$ cat src/rtl/u2mr_pkg.sv
`timescale 1ns / 1ps
`default_nettype none

package u2mr_pkg;

  localparam int unsigned HighEntries = 128;
  localparam int unsigned PointW      = 21;

  localparam logic [7:0] QMARK   = 8'h3F;
  localparam logic [7:0] LF_BYTE = 8'h0A;
  localparam logic [7:0] CR_BYTE = 8'h0D;

  // Decoder state: code point bits so far and continuation bytes owed
  typedef struct packed {
    logic [PointW-1:0] point;
    logic [1:0]        owed;
  } dec_state_t;

  // One result transaction
  typedef struct packed {
    logic [7:0] out_byte;
    logic       run_end;
  } res_t;

  // Everything one input byte produces
  typedef struct packed {
    logic [1:0] count;
    logic [7:0] byte0;
    logic [7:0] byte1;
    dec_state_t next;
  } dec_out_t;

  // Code point to upper-half byte, as a constant match
  function automatic logic [7:0] upper_lookup(input logic [15:0] cp);
    logic [7:0] m;
    case (cp)
      16'h00C4: m = 8'h80; 16'h00C5: m = 8'h81; 16'h00C7: m = 8'h82; 16'h00C9: m = 8'h83;
      16'h00D1: m = 8'h84; 16'h00D6: m = 8'h85; 16'h00DC: m = 8'h86; 16'h00E1: m = 8'h87;
      16'h00E0: m = 8'h88; 16'h00E2: m = 8'h89; 16'h00E4: m = 8'h8A; 16'h00E3: m = 8'h8B;
      16'h00E5: m = 8'h8C; 16'h00E7: m = 8'h8D; 16'h00E9: m = 8'h8E; 16'h00E8: m = 8'h8F;
      16'h00EA: m = 8'h90; 16'h00EB: m = 8'h91; 16'h00ED: m = 8'h92; 16'h00EC: m = 8'h93;
      16'h00EE: m = 8'h94; 16'h00EF: m = 8'h95; 16'h00F1: m = 8'h96; 16'h00F3: m = 8'h97;
      16'h00F2: m = 8'h98; 16'h00F4: m = 8'h99; 16'h00F6: m = 8'h9A; 16'h00F5: m = 8'h9B;
      16'h00FA: m = 8'h9C; 16'h00F9: m = 8'h9D; 16'h00FB: m = 8'h9E; 16'h00FC: m = 8'h9F;
      16'h2020: m = 8'hA0; 16'h00B0: m = 8'hA1; 16'h00A2: m = 8'hA2; 16'h00A3: m = 8'hA3;
      16'h00A7: m = 8'hA4; 16'h2022: m = 8'hA5; 16'h00B6: m = 8'hA6; 16'h00DF: m = 8'hA7;
      16'h00AE: m = 8'hA8; 16'h00A9: m = 8'hA9; 16'h2122: m = 8'hAA; 16'h00B4: m = 8'hAB;
      16'h00A8: m = 8'hAC; 16'h2260: m = 8'hAD; 16'h00C6: m = 8'hAE; 16'h00D8: m = 8'hAF;
      16'h221E: m = 8'hB0; 16'h00B1: m = 8'hB1; 16'h2264: m = 8'hB2; 16'h2265: m = 8'hB3;
      16'h00A5: m = 8'hB4; 16'h00B5: m = 8'hB5; 16'h2202: m = 8'hB6; 16'h2211: m = 8'hB7;
      16'h220F: m = 8'hB8; 16'h03C0: m = 8'hB9; 16'h222B: m = 8'hBA; 16'h00AA: m = 8'hBB;
      16'h00BA: m = 8'hBC; 16'h03A9: m = 8'hBD; 16'h00E6: m = 8'hBE; 16'h00F8: m = 8'hBF;
      16'h00BF: m = 8'hC0; 16'h00A1: m = 8'hC1; 16'h00AC: m = 8'hC2; 16'h221A: m = 8'hC3;
      16'h0192: m = 8'hC4; 16'h2248: m = 8'hC5; 16'h2206: m = 8'hC6; 16'h00AB: m = 8'hC7;
      16'h00BB: m = 8'hC8; 16'h2026: m = 8'hC9; 16'h00A0: m = 8'hCA; 16'h00C0: m = 8'hCB;
      16'h00C3: m = 8'hCC; 16'h00D5: m = 8'hCD; 16'h0152: m = 8'hCE; 16'h0153: m = 8'hCF;
      16'h2013: m = 8'hD0; 16'h2014: m = 8'hD1; 16'h201C: m = 8'hD2; 16'h201D: m = 8'hD3;
      16'h2018: m = 8'hD4; 16'h2019: m = 8'hD5; 16'h00F7: m = 8'hD6; 16'h25CA: m = 8'hD7;
      16'h00FF: m = 8'hD8; 16'h0178: m = 8'hD9; 16'h2044: m = 8'hDA; 16'h20AC: m = 8'hDB;
      16'h2039: m = 8'hDC; 16'h203A: m = 8'hDD; 16'hFB01: m = 8'hDE; 16'hFB02: m = 8'hDF;
      16'h2021: m = 8'hE0; 16'h00B7: m = 8'hE1; 16'h201A: m = 8'hE2; 16'h201E: m = 8'hE3;
      16'h2030: m = 8'hE4; 16'h00C2: m = 8'hE5; 16'h00CA: m = 8'hE6; 16'h00C1: m = 8'hE7;
      16'h00CB: m = 8'hE8; 16'h00C8: m = 8'hE9; 16'h00CD: m = 8'hEA; 16'h00CE: m = 8'hEB;
      16'h00CF: m = 8'hEC; 16'h00CC: m = 8'hED; 16'h00D3: m = 8'hEE; 16'h00D4: m = 8'hEF;
      16'hF8FF: m = 8'hF0; 16'h00D2: m = 8'hF1; 16'h00DA: m = 8'hF2; 16'h00DB: m = 8'hF3;
      16'h00D9: m = 8'hF4; 16'h0131: m = 8'hF5; 16'h02C6: m = 8'hF6; 16'h02DC: m = 8'hF7;
      16'h00AF: m = 8'hF8; 16'h02D8: m = 8'hF9; 16'h02D9: m = 8'hFA; 16'h02DA: m = 8'hFB;
      16'h00B8: m = 8'hFC; 16'h02DD: m = 8'hFD; 16'h02DB: m = 8'hFE; 16'h02C7: m = 8'hFF;
      default:  m = QMARK;
    endcase
    return m;
  endfunction

  // Finished code point to output byte
  function automatic logic [7:0] map_point(input logic [PointW-1:0] cp);
    logic [7:0] m;
    if (cp == PointW'(LF_BYTE)) begin
      m = CR_BYTE;
    end else if (cp < PointW'(8'h80)) begin
      m = cp[7:0];
    end else if (cp[PointW-1:16] != '0) begin
      m = QMARK;
    end else begin
      m = upper_lookup(cp[15:0]);
    end
    return m;
  endfunction

endpackage

`default_nettype wire

$ cat src/rtl/u2mr_if.sv
`timescale 1ns / 1ps
`default_nettype none

// Byte input channel
interface u2mr_in_if;
  logic       valid;
  logic       ready;
  logic [7:0] in_byte;
  logic       is_last;

  modport source (output valid, output in_byte, output is_last, input ready);
  modport sink   (input valid, input in_byte, input is_last, output ready);
endinterface

// Result channel
interface u2mr_out_if;
  logic       valid;
  logic       ready;
  logic [7:0] out_byte;
  logic       run_end;

  modport source (output valid, output out_byte, output run_end, input ready);
  modport sink   (input valid, input out_byte, input run_end, output ready);
endinterface

`default_nettype wire

$ cat src/rtl/u2mr_decode.sv
`timescale 1ns / 1ps
`default_nettype none

// Per-byte decode step: current state and byte in, results and next state out
module u2mr_decode
  import u2mr_pkg::*;
(
  input  dec_state_t state_i,
  input  logic [7:0] byte_i,
  input  logic       last_i,
  output dec_out_t   dec_o
);

  logic [PointW-1:0] acc;
  logic [1:0]        owed_m1;
  logic              is_cont;
  logic              lead_path;
  logic [7:0]        lead_byte;
  logic              lead_emits;
  dec_state_t        lead_next;

  assign is_cont = (byte_i[7:6] == 2'b10);
  assign acc     = {state_i.point[PointW-7:0], byte_i[5:0]};
  assign owed_m1 = state_i.owed - 2'd1;

  // Lead byte handling, with the state closed on entry
  always_comb begin
    lead_emits = 1'b1;
    lead_byte  = QMARK;
    lead_next  = '0;
    if (byte_i[7] == 1'b0) begin
      lead_byte = map_point(PointW'(byte_i));
    end else if (byte_i[7:5] == 3'b110) begin
      lead_next.point = PointW'(byte_i[4:0]);
      lead_next.owed  = 2'd1;
      lead_emits      = 1'b0;
    end else if (byte_i[7:4] == 4'b1110) begin
      lead_next.point = PointW'(byte_i[3:0]);
      lead_next.owed  = 2'd2;
      lead_emits      = 1'b0;
    end else if (byte_i[7:3] == 5'b11110) begin
      lead_next.point = PointW'(byte_i[2:0]);
      lead_next.owed  = 2'd3;
      lead_emits      = 1'b0;
    end
    // sequence opened on the final byte: flush as '?'
    if (!lead_emits && last_i) begin
      lead_emits = 1'b1;
      lead_byte  = QMARK;
      lead_next  = '0;
    end
  end

  // Combine open-sequence handling with the lead path
  always_comb begin
    dec_o     = '0;
    lead_path = 1'b0;
    if (state_i.owed != 2'd0) begin
      if (is_cont) begin
        if (owed_m1 == 2'd0) begin
          dec_o.count = 2'd1;
          dec_o.byte0 = map_point(acc);
        end else if (last_i) begin
          dec_o.count = 2'd1;
          dec_o.byte0 = QMARK;
        end else begin
          dec_o.next.point = acc;
          dec_o.next.owed  = owed_m1;
        end
      end else begin
        // broken sequence: '?' then the byte again as a lead
        dec_o.count = 2'd1;
        dec_o.byte0 = QMARK;
        lead_path   = 1'b1;
      end
    end else begin
      lead_path = 1'b1;
    end

    if (lead_path) begin
      dec_o.next = lead_next;
      if (lead_emits) begin
        if (dec_o.count == 2'd0) begin
          dec_o.count = 2'd1;
          dec_o.byte0 = lead_byte;
        end else begin
          dec_o.count = 2'd2;
          dec_o.byte1 = lead_byte;
        end
      end
    end
  end

endmodule

`default_nettype wire

$ cat src/rtl/utf8_to_mac_roman_decoder.sv
`timescale 1ns / 1ps
`default_nettype none

// Streaming UTF-8 to 8-bit Roman code page decoder. One byte is taken per
// cycle on in_i while the result queue has room, and yields zero, one or
// two result transactions on out_o; run_end marks the last result of each
// input byte. The path is an input register, a combinational decode and
// table match, and a two-entry result queue. Throughput is one byte per
// cycle while out_o is ready and each byte gives at most one result. A
// byte that gives two (a broken sequence followed by a new lead) leaves
// one extra result in the queue, so the next byte that gives two is held
// in the input register until the queue has room for both. Malformed,
// truncated or unmapped input gives '?' (0x3F); LF becomes CR.
module utf8_to_mac_roman_decoder
  import u2mr_pkg::*;
(
  input  wire logic   clk_i,
  input  wire logic   rst_ni,
  u2mr_in_if.sink     in_i,
  u2mr_out_if.source  out_o
);

  // Input register
  logic       s1_valid_q;
  logic [7:0] s1_byte_q;
  logic       s1_last_q;

  // Decoder state
  dec_state_t state_q;
  dec_out_t   dec;

  // Result queue
  res_t       slot0_q, slot0_d;
  res_t       slot1_q, slot1_d;
  logic [1:0] cnt_q, cnt_d;

  logic       pop;
  logic [1:0] base;
  logic       adv;
  logic       in_take;

  u2mr_decode u_decode (
    .state_i (state_q),
    .byte_i  (s1_byte_q),
    .last_i  (s1_last_q),
    .dec_o   (dec)
  );

  // Handshake and queue space
  assign pop     = out_o.valid & out_o.ready;
  assign base    = cnt_q - {1'b0, pop};
  assign adv     = s1_valid_q & (dec.count <= (2'd2 - base));
  assign in_take = in_i.valid & in_i.ready;

  assign in_i.ready     = ~s1_valid_q | adv;
  assign out_o.valid    = (cnt_q != 2'd0);
  assign out_o.out_byte = slot0_q.out_byte;
  assign out_o.run_end  = slot0_q.run_end;

  // Input register
  always_ff @(posedge clk_i or negedge rst_ni) begin
    if (!rst_ni) begin
      s1_valid_q <= 1'b0;
    end else if (in_take) begin
      s1_valid_q <= 1'b1;
    end else if (adv) begin
      s1_valid_q <= 1'b0;
    end
  end

  always_ff @(posedge clk_i) begin
    if (in_take) begin
      s1_byte_q <= in_i.in_byte;
      s1_last_q <= in_i.is_last;
    end
  end

  // Decoder state advances with each consumed byte
  always_ff @(posedge clk_i or negedge rst_ni) begin
    if (!rst_ni) begin
      state_q <= '0;
    end else if (adv) begin
      state_q <= dec.next;
    end
  end

  // Queue update: shift on pop, then append this byte's results
  always_comb begin
    slot0_d = slot0_q;
    slot1_d = slot1_q;
    if (pop) begin
      slot0_d = slot1_q;
    end
    cnt_d = base;
    if (adv) begin
      cnt_d = base + dec.count;
      if (base == 2'd0) begin
        slot0_d = '{out_byte: dec.byte0, run_end: (dec.count == 2'd1)};
        slot1_d = '{out_byte: dec.byte1, run_end: 1'b1};
      end else if (base == 2'd1) begin
        // one queued: single result goes behind it; a full queue takes only empty bytes
        slot1_d = '{out_byte: dec.byte0, run_end: 1'b1};
      end
    end
  end

  always_ff @(posedge clk_i or negedge rst_ni) begin
    if (!rst_ni) begin
      cnt_q <= 2'd0;
    end else begin
      cnt_q <= cnt_d;
    end
  end

  always_ff @(posedge clk_i) begin
    slot0_q <= slot0_d;
    slot1_q <= slot1_d;
  end

  // Checks
  a_cnt_bound: assert property (@(posedge clk_i) disable iff (!rst_ni)
    cnt_q != 2'd3)
    else $error("result queue overfilled");

  a_pair_queued: assert property (@(posedge clk_i) disable iff (!rst_ni)
    (out_o.valid && !out_o.run_end) |-> (cnt_q == 2'd2))
    else $error("non-final result without its partner queued");

  a_last_closes: assert property (@(posedge clk_i) disable iff (!rst_ni)
    (adv && s1_last_q) |=> (state_q.owed == 2'd0))
    else $error("sequence left open after final byte");

  a_hold_stalled: assert property (@(posedge clk_i) disable iff (!rst_ni)
    (s1_valid_q && !adv) |=> (s1_valid_q && $stable(s1_byte_q) && $stable(state_q)))
    else $error("stalled byte or state changed");

endmodule

`default_nettype wire

$ cat src/flat_wrapper.sv
// flat-port wrapper written by rule: the top's interface ports become plain ports
module utf8_to_mac_roman_decoder_flat import u2mr_pkg::*;
  (clk_i, rst_ni, in_i_valid, in_i_in_byte, in_i_is_last, in_i_ready, out_o_valid, out_o_out_byte, out_o_run_end, out_o_ready);
  u2mr_in_if in_i_i ();
  u2mr_out_if out_o_i ();
  input  wire logic clk_i;
  input  wire logic rst_ni;
  input wire logic [$bits(in_i_i.valid)-1:0] in_i_valid;
  input wire logic [$bits(in_i_i.in_byte)-1:0] in_i_in_byte;
  input wire logic [$bits(in_i_i.is_last)-1:0] in_i_is_last;
  output wire logic [$bits(in_i_i.ready)-1:0] in_i_ready;
  output wire logic [$bits(out_o_i.valid)-1:0] out_o_valid;
  output wire logic [$bits(out_o_i.out_byte)-1:0] out_o_out_byte;
  output wire logic [$bits(out_o_i.run_end)-1:0] out_o_run_end;
  input wire logic [$bits(out_o_i.ready)-1:0] out_o_ready;
  assign in_i_i.valid = in_i_valid;
  assign in_i_i.in_byte = in_i_in_byte;
  assign in_i_i.is_last = in_i_is_last;
  assign in_i_ready = in_i_i.ready;
  assign out_o_valid = out_o_i.valid;
  assign out_o_out_byte = out_o_i.out_byte;
  assign out_o_run_end = out_o_i.run_end;
  assign out_o_i.ready = out_o_ready;
  utf8_to_mac_roman_decoder u_core (.clk_i(clk_i), .rst_ni(rst_ni), .in_i(in_i_i), .out_o(out_o_i));
endmodule
$ cat config.mk
export PLATFORM = sky130hd
export DESIGN_NAME = utf8_to_mac_roman_decoder_flat
export DESIGN_NICKNAME = d
export VERILOG_FILES = /design/src/rtl/u2mr_pkg.sv /design/src/rtl/u2mr_if.sv /design/src/rtl/u2mr_decode.sv /design/src/rtl/utf8_to_mac_roman_decoder.sv /design/src/flat_wrapper.sv
export SDC_FILE = /design/constraint.sdc
export NUM_CORES = 1
export LEC_CHECK = 0
export BUFFER_PORTS_ARGS = -buffer_cell sky130_fd_sc_hd__buf_2
export CORE_ASPECT_RATIO = 0.6
export CORE_MARGIN = 2
export CORE_UTILIZATION = 35
export DETAILED_ROUTE_END_ITERATION = 16
export PLACE_DENSITY_LB_ADDON = 0.25
export SYNTH_ARGS = -nofsm -noshare
export SYNTH_HDL_FRONTEND = slang
export SYNTH_HIERARCHICAL = 1
export SYNTH_SLANG_ARGS = --single-unit
$ cat constraint.sdc
create_clock -name clk_i -period 3.19 [get_ports clk_i]
set_input_delay 0.319 -clock clk_i [delete_from_list [all_inputs] [get_ports clk_i]]
set_output_delay 0.319 -clock clk_i [all_outputs]
set_load 0.02 [all_outputs]
After elaboration in Yosys (flattened, before gate mapping)

Memories as Yosys holds them, arrays and structs flattened. A register that Yosys moved wholly into a read port is not among the register bits.
Cells that the tools add are included.

Bitwise logic cells: 5
Reduce and logical (&&, ||, !) cells: 11
Magnitude comparators: 3
Equal/unequal tests: 136
Mux-type cells: 42
$add $sub $neg: 4

Operator list:

| operator                                                               | count |
|---|---|
| 16-bit by 8-bit == test with 1-bit output (second input constant)      | 80 |
| 8-bit one-hot mux with 128 select lines                                | 1 |
| 16-bit by 14-bit == test with 1-bit output (second input constant)     | 30 |
| 16-bit by 10-bit == test with 1-bit output (second input constant)     | 10 |
| 23-bit 2-to-1 mux                                                      | 5 |
| 16-bit by 9-bit == test with 1-bit output (second input constant)      | 5 |
| 8-bit 2-to-1 mux                                                       | 10 |
| 9-bit 2-to-1 mux                                                       | 7 |
| 16-bit == test (second input constant)                                 | 3 |
| 41-bit 2-to-1 mux                                                      | 1 |
| 21-bit by 4-bit == test with 1-bit output (second input constant)      | 1 |
| 21-bit by 8-bit < comparator with 1-bit output (second input constant) | 1 |
| 10-bit 2-to-1 mux                                                      | 2 |
| 18-bit 2-to-1 mux                                                      | 1 |
| 7-bit 2-to-1 mux                                                       | 2 |
| 1-bit 2-to-1 mux                                                       | 9 |
| 8-bit by 4-bit == test with 1-bit output (second input constant)       | 1 |
| 8-bit < comparator (second input constant)                             | 1 |
| 2-bit nonzero test                                                     | 4 |
| 2-bit logical NOT                                                      | 3 |
| 6-bit 2-to-1 mux                                                       | 1 |
| 5-bit == test (second input constant)                                  | 1 |
| 5-bit 2-to-1 mux                                                       | 1 |
| 5-bit nonzero test                                                     | 1 |
| 16 further kinds                                                       | 20 |

Register bits after elaboration: 46
Bits of input ports: 13
Memories: 1
Word-level logic and storage cells: 211
ROM bits: 2,048

Memory list:

| memory           | words | bits a word | read ports | clocked after Yosys merged registers in | write ports | RTL line       | RTL |
|---|---|---|---|---|---|---|---|
| (name not given) | 256   | 8           | 1          | 1                                       | 0           | u2mr_pkg.sv:36 | `case (cp)` |

Longest topological paths before layout

Word-level depth: 17
Mapped depth: 15
Gate-level depth less buffers: 13

By module

The synthesis kept the hierarchy.

Modules (own cells, without submodules):

| module                    | instances | area each (µm²) | seq. area each (µm²) | cells each |
|---|---|---|---|---|
| u2mr_decode               | 1         | 3,352.0         | 0.0                  | 524 |
| utf8_to_mac_roman_decoder | 1         | 2,273.4         | 1,341.3              | 146 |

Worst setup path after synthesis

No wires, ideal clock.

Kind: register to register
From: register u_core/state_q[0] in the netlist's numbering
To: register u_core.s1_byte_q[0] (enable)
Required time: 2.852 ns
Data arrival time: 2.818 ns
Setup slack: 0.034 ns
Stages on the path, launching flop included: 11
Buffers on the path: 1
Cell sequence: dfrtp_1 inv_1 ha_1 nor4_1 clkbuf_1 nor2_1 inv_1 ha_1 nor2b_4 o211ai_1 and2_1

RTL lines:

| element                | RTL line                        | RTL |
|---|---|---|
| from (decl)            | utf8_to_mac_roman_decoder.sv:29 | `dec_state_t state_q;` |
| from (signal assigned) | utf8_to_mac_roman_decoder.sv:83 | `state_q <= dec.next;` |
| to (signal assigned)   | utf8_to_mac_roman_decoder.sv:73 | `s1_byte_q <= in_i.in_byte;` |
| to (decl)              | utf8_to_mac_roman_decoder.sv:25 | `logic [7:0] s1_byte_q;` |

==> qor.txt <==
antenna cell count: 0
critical path peak fanout: 7
Final Hold Fails: 0
cell count after synthesis: 652
share of layout cells above drive strength 1: 50.67%
RePlAce Congestion: 1.042
worst skew pair latency: 300 ps
largest net degree at the start of global routing: 31
GRT overflow: 0
TNS Setup: -27.88 ps
fin util: 56.00%
Logic pwr share: 79.9%
crit path capture: u_core/slot1_q[2]
H-tree level count: 2
Post-DP Area: 7204 um2
P per Cell Area: 1014 nW/um2
Max Clock Freq: 311.1 MHz
Placed Cells: 1046
DRT antenna net count: 0
Crit path arrival time: 3260 ps
DIE AREA: 16330 um2
mean post-synth cell area: 8.208 um2
Sw Share: 50.76%
Internal: 4.114 mW
HP Class: input port to flip-flop
DRC Markers: 0
CTS tree: yes
failing checks: negative setup slack
final setup fails: 2
Slew @ Worst Pin: 784.3 ps
cell area after synthesis: 5351 um2
first-pass GRT wire length: 42210 um
Slew HR: 47.48%
Root Buffer: clkbuf_16
TritonRoute pass-1 iters: 6
r2r endpoint: u_core/slot1_q[2]
pre-CTS setup slack: -367.0 ps
Worst Skew: 8.669 ps
vias in the first global route: 6442
Sw Pwr: 4.242 mW
fin crit period: 3215 ps
Layout area overhead: 54.03%
die height: 99.78 um
Reg power frac: 12.9%
CP Launch Type: flip-flop
hpwl dp: 22920 um
nets: 912
clk buf depth: 2
initial antenna violation count: 1
post-synth net total: 673
Worst Setup Path Type: flip-flop to flip-flop
I/O pins: 24
final wirelength: 28970 um
Clock transition at path regs: 80 ps
R2R cell count: 11
critical path endpoint category: flip-flop
final slew viol count: 0
DR vias: 6774
all-layer global routing usage: 35.35%
Critical path origin: u_core/s1_byte_q[2]
RSZ-0062 raised after global routing: yes
cts bufs inserted: 5
Initial Util: 36.36%
warnings from Yosys: 6
fin cells: 1090
post-route cell area: 8243 um2
final worst-path cycle share: 100.8%
Cell Rows: 34
clock group share of total power: 7.2%
R2R Path Start: u_core/s1_byte_q[2]
Core Footprint: 14720 um2
LEAKAGE: 3.464 nW
Port Buffers: 23
max cap viols: 0
Final WS setup: -24.73 ps
routed len/inst: 26.58 um
Required @ worst endpoint: 3240 ps
run status: finished with violations
initial DRC count: 951
worst vdd rail ir drop: 682.9 uV
R2R setup slack: -20 ps
chip width: 163.6 um
clk sinks: 46
Vias/cell: 6.215
cell type report:
class	count	area, um2
Clock buffer	6	150.1
Clock inverter	2	13.76
Fill cell	1339	6476
Inverter	16	63.81
Multi-Input combinational cell	530	4259
Sequential cell	46	1197
Tap cell	198	247.7
Timing Repair Buffer	292	2311
registers in the layout, summed over array words and instances (netlist names):
name,count
u_core/cnt_q,2
u_core/out_o.out_byte,8
u_core/out_o.run_end,1
u_core/s1_byte_q,8
u_core/s1_last_q,1
u_core/s1_valid_q,1
u_core/slot1_q,8
u_core/state_q,17
what timing repair did:
item | CTS | global route
endpoints found under the hold margin | 20 | 0
hold buffers | 1 | 0
cloned | 1 | 1
resized for setup | 40 | 79
pin swaps | 10 | 25
endpoints found under the setup margin | 17 | 53
setup buffers | 16 | 18
cell usage in the layout, fill, tap and decap left out, types with 12 or more instances in the layout:
master and count:
mux2_2 13, mux2_4 12, and2_1 16, inv_1 15, buf_2 22, a31oi_1 16
nand3_1 26, a21oi_1 31, dfrtp_1 15, nor3_1 21, edfxtp_1 17, mux2i_1 12
o21ai_0 25, nor2b_1 12, nor2_1 50, buf_4 248, nand2b_1 13, nand2_1 35
nand4_1 14
worst max-delay path: stages, from the launching register on:
cell	delay, ps
edfxtp_1	450
buf_6	160
buf_16	140
nor4bb_1	150
a22oi_1	300
o32ai_2	170
nor3_2	440
buf_4	180
o211ai_1	310
nor4_4	280
a22oi_2	110
mux2_2	270
metrics by stage:
| step | hold WS (ps) | power, mW |
|---|---|---|
| 2_1_floorplan | 23.41 | 4.458 |
| 3_3_place_gp | 285.4 | 6.627 |
| 3_5_place_dp | 297.3 | 6.720 |
| 4_1_cts | 184.5 | 7.637 |
| 5_1_grt | 186.2 | 8.710 |
| 6_report | 188.5 | 8.356 |
worst min-delay path by stage:
stage                     from                   to  slack (ps)  cells after the start
2_1_floorplan           rst_ni      u_core/cnt_q[0]          20                      0
3_3_place_gp            rst_ni      u_core/cnt_q[0]         290                      1
3_5_place_dp            rst_ni      u_core/cnt_q[0]         300                      1
4_1_cts        in_i_in_byte[2]  u_core/s1_byte_q[2]         180                      1
5_1_grt        in_i_in_byte[5]  u_core/s1_byte_q[5]         190                      1
6_report       in_i_in_byte[5]  u_core/s1_byte_q[5]         190                      1
power groups by stage:
stage | sequential (mW) | clock, mW | combinational (mW)
2_1_floorplan | 1.11 | 0 | 3.35
3_3_place_gp | 1.07 | 0 | 5.56
3_5_place_dp | 1.09 | 0 | 5.63
4_1_cts | 1.08 | 0.622 | 5.94
5_1_grt | 1.11 | 0.637 | 6.97
6_report | 1.08 | 0.605 | 6.67
layer usage:
layer	track usage, %	wire length, um	part of all wire [%]
met4	5.331	252	0.87
met1	51.69	12980	45
met5	0	57	0.20
met3	15.45	3984	14
met2	48.29	11700	40
Power figures use the tool's default switching activity.
